## config.mk

```make
export PLATFORM = sky130hd
export DESIGN_NAME = ip_address_text_parser_top
export DESIGN_NICKNAME = d
export VERILOG_FILES = /design/src/design/ipp_pkg.sv /design/src/design/ip_address_text_parser_top.sv
export SDC_FILE = /design/constraint.sdc
export NUM_CORES = 1
export LEC_CHECK = 0
export BUFFER_PORTS_ARGS = -buffer_cell sky130_fd_sc_hd__buf_4
export CAP_MARGIN = 20
export CORE_MARGIN = 2
export CORE_UTILIZATION = 40
export DETAILED_ROUTE_END_ITERATION = 8
export GPL_ROUTABILITY_DRIVEN = 0
export PLACE_DENSITY = 0.63
export SLEW_MARGIN = 20
export SYNTH_ARGS = -nofsm -noshare
export SYNTH_HDL_FRONTEND = slang
export SYNTH_SLANG_ARGS = --single-unit
```

## constraint.sdc

```tcl
create_clock -name clk -period 9.2 [get_ports clk]
set_input_delay 1.84 -clock clk [delete_from_list [all_inputs] [get_ports clk]]
set_output_delay 1.84 -clock clk [all_outputs]
set_load 0.005 [all_outputs]
```

## src/design/ipp_pkg.sv

```systemverilog
// ----------------------------------------------------------------------------
// ipp_pkg
// Types, phase and mark codes and character helpers for the address parser.
// ----------------------------------------------------------------------------
package ipp_pkg;

  typedef struct packed {
    logic [7:0] char_code;
    logic       last_char;
  } ipp_in_t;

  typedef struct packed {
    logic        valid_res;
    logic        is_ipv6;
    logic [63:0] addr_high;
    logic [63:0] addr_low;
    logic [15:0] port_number;
  } ipp_out_t;

  localparam logic [2:0] PH_START  = 3'd0;
  localparam logic [2:0] PH_PLAIN  = 3'd1;
  localparam logic [2:0] PH_BHOST  = 3'd2;
  localparam logic [2:0] PH_BAFTER = 3'd3;
  localparam logic [2:0] PH_BPORT  = 3'd4;

  localparam logic [2:0] MK_NONE   = 3'd0;
  localparam logic [2:0] MK_GROUP  = 3'd1;
  localparam logic [2:0] MK_COLON  = 3'd2;
  localparam logic [2:0] MK_LEAD   = 3'd3;
  localparam logic [2:0] MK_DOUBLE = 3'd4;

  localparam logic [7:0] CH_DOT   = 8'h2E;
  localparam logic [7:0] CH_COLON = 8'h3A;
  localparam logic [7:0] CH_OPEN  = 8'h5B;
  localparam logic [7:0] CH_CLOSE = 8'h5D;
  localparam logic [7:0] CH_ZERO  = 8'h30;

  localparam logic [16:0] PORT_MAX  = 17'd65535;
  localparam logic [8:0]  OCTET_MAX = 9'd255;

  // hex value in bits 3:0, bit 4 set when not a hex digit
  function automatic logic [4:0] hex_nibble(input logic [7:0] c);
    logic [4:0] n;
    n = 5'd16;
    if (c >= 8'h30 && c <= 8'h39) n = {1'b0, c[3:0]};
    else if ((c >= 8'h61 && c <= 8'h66) || (c >= 8'h41 && c <= 8'h46))
      n = {1'b0, c[3:0] + 4'd9};
    return n;
  endfunction

  function automatic logic is_dec(input logic [7:0] c);
    return (c >= 8'h30 && c <= 8'h39);
  endfunction

endpackage

```

## src/design/ip_address_text_parser_top.sv

```systemverilog
// ----------------------------------------------------------------------------
// ip_address_text_parser_top
// Parses IPv4 / IPv6 address text one character per request.
// ----------------------------------------------------------------------------
//  channel | ports                      | direction
//  input   | in_valid in_ready in_data  | one character and last marker
//  result  | out_valid out_ready out_data | one result per text
//
//  one character per cycle unless the input stalls; a text gives its result
//  in the cycle after its last character is accepted, from the result register
//  rst_n clears the parse state and the result valid flag, not the result data
//  the input stalls only while a result is held and not taken by the sink
//  a taken result frees the register in the same cycle a new request arrives
// ----------------------------------------------------------------------------
module ip_address_text_parser_top import ipp_pkg::*; (
  input  logic     clk,
  input  logic     rst_n,
  input  logic     in_valid,
  output logic     in_ready,
  input  ipp_in_t  in_data,
  output logic     out_valid,
  input  logic     out_ready,
  output ipp_out_t out_data
);

  logic [2:0]  phase_r, phase_nxt;
  logic        err_r, err_nxt;
  logic [15:0] grp_r [8];
  logic [15:0] grp_nxt [8];
  logic [15:0] gval_r, gval_nxt;
  logic [2:0]  gdig_r, gdig_nxt;
  logic [3:0]  head_r, head_nxt, tail_r, tail_nxt;
  logic        zfill_r, zfill_nxt;
  logic [2:0]  mark_r, mark_nxt;
  logic        v6bad_r, v6bad_nxt;
  logic [7:0]  oct_r [4];
  logic [7:0]  oct_nxt [4];
  logic [8:0]  oval_r, oval_nxt;
  logic [1:0]  oidx_r, oidx_nxt;
  logic        ohas_r, ohas_nxt;
  logic        v4bad_r, v4bad_nxt;
  logic [16:0] pval_r, pval_nxt;
  logic [2:0]  pdig_r, pdig_nxt;
  logic        colon_r, colon_nxt;
  logic        dot_r, dot_nxt;

  logic        out_valid_r;
  ipp_out_t    out_data_r, res;

  logic        take;
  logic [7:0]  c;
  logic [4:0]  nib;
  logic        dec;
  logic [3:0]  dval;
  logic [12:0] ov_wide;
  logic [20:0] pv_wide;

  assign in_ready  = !out_valid_r || out_ready;
  assign take      = in_valid && in_ready;
  assign out_valid = out_valid_r;
  assign out_data  = out_data_r;

  // next state for one character, then the finish pass on the last one
  always_comb begin
    logic [3:0] used;
    logic       v6_step, v4_step, port_step, is_last, valid, v6;
    logic [15:0] g [8];
    logic [3:0]  j;
    c    = in_data.char_code;
    nib  = hex_nibble(c);
    dec  = is_dec(c);
    dval = c[3:0];
    ov_wide = 13'(oval_r) * 13'd10 + 13'(dval);
    pv_wide = 21'(pval_r) * 21'd10 + 21'(dval);
    phase_nxt = phase_r; err_nxt = err_r; grp_nxt = grp_r; gval_nxt = gval_r;
    gdig_nxt = gdig_r; head_nxt = head_r; tail_nxt = tail_r; zfill_nxt = zfill_r;
    mark_nxt = mark_r; v6bad_nxt = v6bad_r; oct_nxt = oct_r; oval_nxt = oval_r;
    oidx_nxt = oidx_r; ohas_nxt = ohas_r; v4bad_nxt = v4bad_r; pval_nxt = pval_r;
    pdig_nxt = pdig_r; colon_nxt = colon_r; dot_nxt = dot_r;
    v6_step = 1'b0; v4_step = 1'b0; port_step = 1'b0;
    valid = 1'b0; v6 = 1'b1;
    res = '0;
    is_last = in_data.last_char;

    // phase dispatch
    if (phase_r == PH_START && c == CH_OPEN) begin
      phase_nxt = PH_BHOST;
    end else if (phase_r == PH_START || phase_r == PH_PLAIN) begin
      phase_nxt = PH_PLAIN;
      if (c == CH_DOT) dot_nxt = 1'b1;
      v4_step = 1'b1;
      v6_step = 1'b1;
    end else if (phase_r == PH_BHOST) begin
      if (c == CH_CLOSE) phase_nxt = PH_BAFTER;
      else v6_step = 1'b1;
    end else if (phase_r == PH_BAFTER) begin
      if (c == CH_COLON) phase_nxt = PH_BPORT;
      else err_nxt = 1'b1;
    end else begin
      port_step = !err_r;
    end

    // ipv4 reading and its port
    if (v4_step && !v4bad_r) begin
      if (!colon_r) begin
        if (dec) begin
          if (ov_wide > 13'(OCTET_MAX)) v4bad_nxt = 1'b1;
          else begin
            oval_nxt = ov_wide[8:0];
            ohas_nxt = 1'b1;
          end
        end else if (c == CH_DOT) begin
          if (!ohas_r || oidx_r == 2'd3) v4bad_nxt = 1'b1;
          else begin
            oct_nxt[oidx_r] = oval_r[7:0];
            oidx_nxt = oidx_r + 2'd1;
            oval_nxt = '0;
            ohas_nxt = 1'b0;
          end
        end else if (c == CH_COLON) begin
          colon_nxt = 1'b1;
          if (!ohas_r || oidx_r != 2'd3) v4bad_nxt = 1'b1;
          else oct_nxt[3] = oval_r[7:0];
        end else begin
          v4bad_nxt = 1'b1;
        end
      end else begin
        port_step = 1'b1;
      end
    end

    // port digits, shared by both port forms
    if (port_step) begin
      if (!dec || pdig_r >= 3'd5) begin
        if (phase_r == PH_BPORT) err_nxt = 1'b1;
        else v4bad_nxt = 1'b1;
      end else begin
        pval_nxt = pv_wide[16:0];
        pdig_nxt = pdig_r + 3'd1;
      end
    end

    // ipv6 reading
    used = head_r + tail_r;
    if (v6_step && !v6bad_r) begin
      if (!nib[4]) begin
        if (mark_r == MK_LEAD || gdig_r >= 3'd4) v6bad_nxt = 1'b1;
        else begin
          gval_nxt = {gval_r[11:0], nib[3:0]};
          gdig_nxt = gdig_r + 3'd1;
          mark_nxt = MK_GROUP;
        end
      end else if (c == CH_COLON) begin
        if (mark_r == MK_GROUP) begin
          if (used >= 4'd8) v6bad_nxt = 1'b1;
          else begin
            grp_nxt[used[2:0]] = gval_r;
            if (zfill_r) tail_nxt = tail_r + 4'd1;
            else head_nxt = head_r + 4'd1;
            gval_nxt = '0;
            gdig_nxt = '0;
            mark_nxt = MK_COLON;
          end
        end else if (mark_r == MK_NONE) begin
          mark_nxt = MK_LEAD;
        end else if (mark_r == MK_COLON || mark_r == MK_LEAD) begin
          if (zfill_r) v6bad_nxt = 1'b1;
          zfill_nxt = 1'b1;
          mark_nxt  = MK_DOUBLE;
        end else begin
          v6bad_nxt = 1'b1;
        end
      end else begin
        v6bad_nxt = 1'b1;
      end
    end

    // ipv6 finish: on ']' or at end of plain text
    if ((phase_r == PH_BHOST && c == CH_CLOSE) ||
        (is_last && phase_nxt == PH_PLAIN)) begin
      used = head_nxt + tail_nxt;
      if (!v6bad_nxt) begin
        if (mark_nxt == MK_GROUP) begin
          if (used >= 4'd8) v6bad_nxt = 1'b1;
          else begin
            grp_nxt[used[2:0]] = gval_nxt;
            if (zfill_nxt) tail_nxt = tail_nxt + 4'd1;
            else head_nxt = head_nxt + 4'd1;
          end
        end else if (mark_nxt != MK_DOUBLE) begin
          v6bad_nxt = 1'b1;
        end
        used = head_nxt + tail_nxt;
        if (!v6bad_nxt) begin
          if (zfill_nxt) begin
            if (used > 4'd7) v6bad_nxt = 1'b1;
          end else if (head_nxt != 4'd8) begin
            v6bad_nxt = 1'b1;
          end
        end
      end
    end

    // result assembly
    if (is_last && phase_nxt == PH_PLAIN) begin
      if (!v4bad_nxt) begin
        if (!colon_nxt) begin
          if (!ohas_nxt || oidx_nxt != 2'd3) v4bad_nxt = 1'b1;
          else oct_nxt[3] = oval_nxt[7:0];
        end else if (pdig_nxt == 3'd0 || pval_nxt > PORT_MAX) begin
          v4bad_nxt = 1'b1;
        end
      end
      if (dot_nxt) begin
        v6 = 1'b0;
        valid = !v4bad_nxt;
      end else begin
        valid = !v6bad_nxt;
      end
    end else if (phase_nxt == PH_BAFTER || phase_nxt == PH_BPORT) begin
      valid = !v6bad_nxt && !err_nxt;
      if (phase_nxt == PH_BPORT && (pdig_nxt == 3'd0 || pval_nxt > PORT_MAX))
        valid = 1'b0;
    end

    // zero-fill placement of the ipv6 groups
    for (int i = 0; i < 8; i++) begin
      j = 4'(i);
      g[i] = '0;
      if (j < head_nxt) g[i] = grp_nxt[i];
      else if (j + tail_nxt >= 4'd8) g[i] = grp_nxt[3'(head_nxt + j + tail_nxt - 4'd8)];
    end

    res.valid_res = valid;
    res.is_ipv6   = v6;
    if (valid && v6) begin
      res.addr_high = {g[0], g[1], g[2], g[3]};
      res.addr_low  = {g[4], g[5], g[6], g[7]};
    end
    if (valid && !v6) res.addr_low = {32'd0, oct_nxt[0], oct_nxt[1], oct_nxt[2], oct_nxt[3]};
    if (valid && ((!v6 && colon_nxt) || phase_nxt == PH_BPORT))
      res.port_number = pval_nxt[15:0];
  end

  // parse state; cleared after each last character
  always_ff @(posedge clk) begin
    if (!rst_n || (take && in_data.last_char)) begin
      phase_r <= PH_START; err_r <= 1'b0; gval_r <= '0; gdig_r <= '0;
      head_r <= '0; tail_r <= '0; zfill_r <= 1'b0; mark_r <= MK_NONE;
      v6bad_r <= 1'b0; oval_r <= '0; oidx_r <= '0; ohas_r <= 1'b0;
      v4bad_r <= 1'b0; pval_r <= '0; pdig_r <= '0; colon_r <= 1'b0; dot_r <= 1'b0;
      for (int i = 0; i < 8; i++) grp_r[i] <= '0;
      for (int i = 0; i < 4; i++) oct_r[i] <= '0;
    end else if (take) begin
      phase_r <= phase_nxt; err_r <= err_nxt; gval_r <= gval_nxt; gdig_r <= gdig_nxt;
      head_r <= head_nxt; tail_r <= tail_nxt; zfill_r <= zfill_nxt; mark_r <= mark_nxt;
      v6bad_r <= v6bad_nxt; oval_r <= oval_nxt; oidx_r <= oidx_nxt; ohas_r <= ohas_nxt;
      v4bad_r <= v4bad_nxt; pval_r <= pval_nxt; pdig_r <= pdig_nxt;
      colon_r <= colon_nxt; dot_r <= dot_nxt;
      grp_r <= grp_nxt;
      oct_r <= oct_nxt;
    end
  end

  // result register
  always_ff @(posedge clk) begin
    if (!rst_n) begin
      out_valid_r <= 1'b0;
    end else if (take && in_data.last_char) begin
      out_valid_r <= 1'b1;
    end else if (out_ready) begin
      out_valid_r <= 1'b0;
    end
  end

  always_ff @(posedge clk) begin
    if (take && in_data.last_char) begin
      out_data_r <= res;
    end
  end

  // checks
  a_held: assert property (@(posedge clk) disable iff (!rst_n)
    out_valid && !out_ready |=> out_valid && $stable(out_data))
    else $error("result dropped while stalled");
  a_reset_after_last: assert property (@(posedge clk) disable iff (!rst_n)
    take && in_data.last_char |=> phase_r == PH_START && head_r == 4'd0)
    else $error("parse state not cleared after last character");
  a_groups: assert property (@(posedge clk) disable iff (!rst_n)
    head_r + tail_r <= 4'd8)
    else $error("group count overflow");
  a_invalid_zero: assert property (@(posedge clk) disable iff (!rst_n)
    out_valid && !out_data.valid_res |-> out_data.addr_low == 64'd0 &&
    out_data.port_number == 16'd0)
    else $error("invalid result carries data");

endmodule

```

==> results_dict.tcl <==
set metrics [dict create \
    status "finished clean" \
    whs_endpoint "grp_r[39]$_SDFFE_PP0P_" \
    synthTopCellsByCount "467 x nand2_1, 422 x mux2i_1, 279 x a21oi_1" \
    grt_pass1_wl_um 148000 \
    hold_path_class "reg -> reg" \
    syn_to_final_growth_pct 14.4 \
    die-area_sq_um 72000 \
    postRouteAntennaNets 0 \
    synth_edf_count 146 \
    syn-num-nets 3091 \
    synth_most_common_cell "nand2_1" \
    yosysSeqAreaShare_pct 32.3 \
    hold-path-cell-count 2 \
    post-cts-setup-buffers 0 \
    critPathLaunch "in_data[1]" \
    drcViolationCount 0 \
    crit_path_top_delay_cell "o221ai_2" \
    dp_hpwl_um 69500 \
    port_buffers 160 \
    synthCells 2993 \
    crit_buf_inv 5 \
    drtIter0Drc 3252 \
    drt-total-wl_um 99600 \
    die_x_um 268 \
    coreArea_sq_um 68800 \
    worst-r2r-cell-count 26 \
    cts_max_level 2 \
    grt_pass1_vias 22906 \
    path_clk_slew_ns 0.06 \
    path_max_fanout 18 \
    drv_slew 0 \
    fin_skew_ns 0.0223 \
    n_antenna_cell 0 \
    holdCritStartpoint "grp_r[39]$_SDFFE_PP0P_" \
    r2r_end "out_data[69]$_SDFFCE_PP0P_" \
    die_h_um 268 \
    critical_path_arrival_ns 8.71 \
    crit_path_max_incr_delay_ns 0.65 \
    initial_core_util_pct 40.6 \
    rsz0062_at_grt "false" \
    synthTopCellsByArea "dfxtp_1 17%, edfxtp_1 16%, mux2i_1 15%, mux4_2 10%, nand2_1 6.3%" \
    utilization_pct 46.4 \
    cp_data_required_time_ns 9.53 \
    insertion_delay_ns 0.60 \
    worst_slew_pin_slew_ns 1.18 \
    hold_buffers 0 \
    ys_warn_count 0 \
    setup_viol 0 \
    synthFlopType "dfxtp_1" \
    synth.avg_cell_area_sq_um 9.34 \
    routedWlPerCell_um 24.6 \
    p_leak_nw 12.2 \
    drt-vias-per-instance 6.12 \
    grt_max_degree 175 \
    relSlewSlack_pct 21.1 \
    synth_area_sq_um 27900 \
    cts_num_sinks 378 \
    hold_violations 0 \
    cp_top_family "compound AO/OA/AOI/OAI gates" \
    cts_tree "yes" \
    drv_cap 0 \
    num_io_pins 161 \
    cp-end-kind "register" \
    finalCriticalPeriod_ns 8.38 \
    finalCritPeriodShare_pct 91.1 \
    power-per-cell-area_nw_per_um2 122 \
    ir_worst_vdd_mv 0.149 \
    clock_path_buffers 3 \
    ctsResizeCount 0 \
    antenna_found_initial 5 \
    cts-buffers-inserted 44 \
    fin_setup_tns_ns 0 \
    grtUsageTotal_pct 27.1 \
    fmax_ghz 0.119 \
    ys_async_sr_fraction_pct 0 \
    num-nets-final 3178 \
    gr-total-overflow 0 \
    drive_gt1_share_pct 19.0 \
    synth.top_cell.area_share_pct 16.6 \
    ys_types 88 \
    r2r_start "head_r[2]$_SDFFE_PP0P_" \
    ys_ff_latch 378 \
    crit_type "in -> reg" \
    synth_top_cell_by_area "dfxtp_1" \
    dr.pass1.iters 6 \
    vias 24747 \
    cp-start-kind "primary input" \
    std_cell_rows 96 \
    reg2reg_setup_slack_ns 1.68 \
    root_buffer "clkbuf_16" \
]
[registers in the layout, indices dropped and copies added (netlist names), 2 cells and up]
name / flops
gdig_r: 3
grp_r: 128
gval_r: 16
head_r: 4
mark_r: 3
oct_r: 32
oidx_r: 2
out_data: 146
oval_r: 9
pdig_r: 3
phase_r: 3
pval_r: 17
tail_r: 4
[worst max path at each step]
stage	to	slack [ns]	depth (start not counted)
5_1_grt	out_data[16]$_DFFE_PP_	0.25	28
3_3_place_gp	out_data[22]$_DFFE_PP_	0.52	25
6_report	out_data[69]$_SDFFCE_PP0P_	0.82	28
4_1_cts	out_data[38]$_DFFE_PP_	0.94	25
2_1_floorplan	out_data[128]$_SDFFCE_PN0P_	1.19	27
3_5_place_dp	out_data[38]$_DFFE_PP_	0.38	25
[metal layers]
metal / vias up / wire length (um) / global-route usage, %
met4: 10 / 4760 / 11.9
met3: 290 / 9760 / 5.64
met2: 1251 / 44700 / 42.2
met5: - / 55 / 0
li1: 11175 / - / -
met1: 12021 / 40300 / 36.3
[per-stage QoR]
| stage | power [mW] | hold WS [ns] | std cells | worst slack [ns] | area, sq um |
|---|---|---|---|---|---|
| 2_1_floorplan | 1.94 | 0.432 | 2993 | 1.19 | 27900 |
| 3_3_place_gp | 2.03 | 0.438 | 3963 | 0.515 | 30400 |
| 3_5_place_dp | 2.04 | 0.442 | 3963 | 0.376 | 30400 |
| 4_1_cts | 3.91 | 0.451 | 4044 | 0.941 | 31900 |
| 5_1_grt | 4.00 | 0.467 | 4046 | 0.254 | 32000 |
| 6_report | 3.90 | 0.450 | 4046 | 0.818 | 32000 |
[tightest hold or removal path, cell delays in order, from the launching register on]
cell and delay (ns):
dfxtp_1 0.30, nand2_1 0.05, a21oi_1 0.05
[cells by family after synthesis]
kind of cell | share of synthesized area (%)
buffers and inverters | 5.07
and+or+nand+nor | 13.4
xor gates and xnor gates | 2.94
DFF | 32.3
muxes | 28.3
adders and majority gates | 3.99
AOI/OAI and AO/OA | 13.9
[report_power, final]
part	internal [mW]	leakage (nW)	switching, mW	total, mW
registers	1.76	3.28	0.0253	1.79
logic	0.0668	8.17	0.150	0.217
clock network	1.13	0.748	0.771	1.90
total	2.96	12.2	0.947	3.90
[layout by cell type (no fill, tap or decap), types with 7 or more instances in the layout]
cell type / count
a22oi_1: 32
xnor2_1: 48
or3_1: 7
a32oi_1: 9
o21ai_0: 30
mux2_2: 70
nand2b_1: 7
and2_1: 10
o211ai_1: 23
a21oi_1: 276
a211oi_1: 44
a21o_1: 15
ha_1: 77
nand4_1: 15
o221ai_1: 17
inv_1: 132
nand3_1: 47
nand3b_1: 11
dfxtp_1: 232
clkbuf_16: 44
buf_4: 255
edfxtp_1: 146
nor3_1: 26
clkbuf_1: 9
nor4_1: 8
mux2i_1: 422
a2111oi_0: 7
o22ai_1: 97
xor2_1: 24
mux4_2: 128
nand2_1: 465
nor2b_1: 32
buf_12: 7
nor2_1: 163
bufinv_16: 8
[cell type report]
cell class              count  area, sq um
well taps                 931         1160
repair buffers            263         2080
multi-input cells        2257        17600
inverters                 136          515
clock inverters            26          367
fillers                  6469        36900
clock buffers              55         1160
flip-flops and latches    378         9030
No activity file was read; power rests on OpenSTA's default activity.
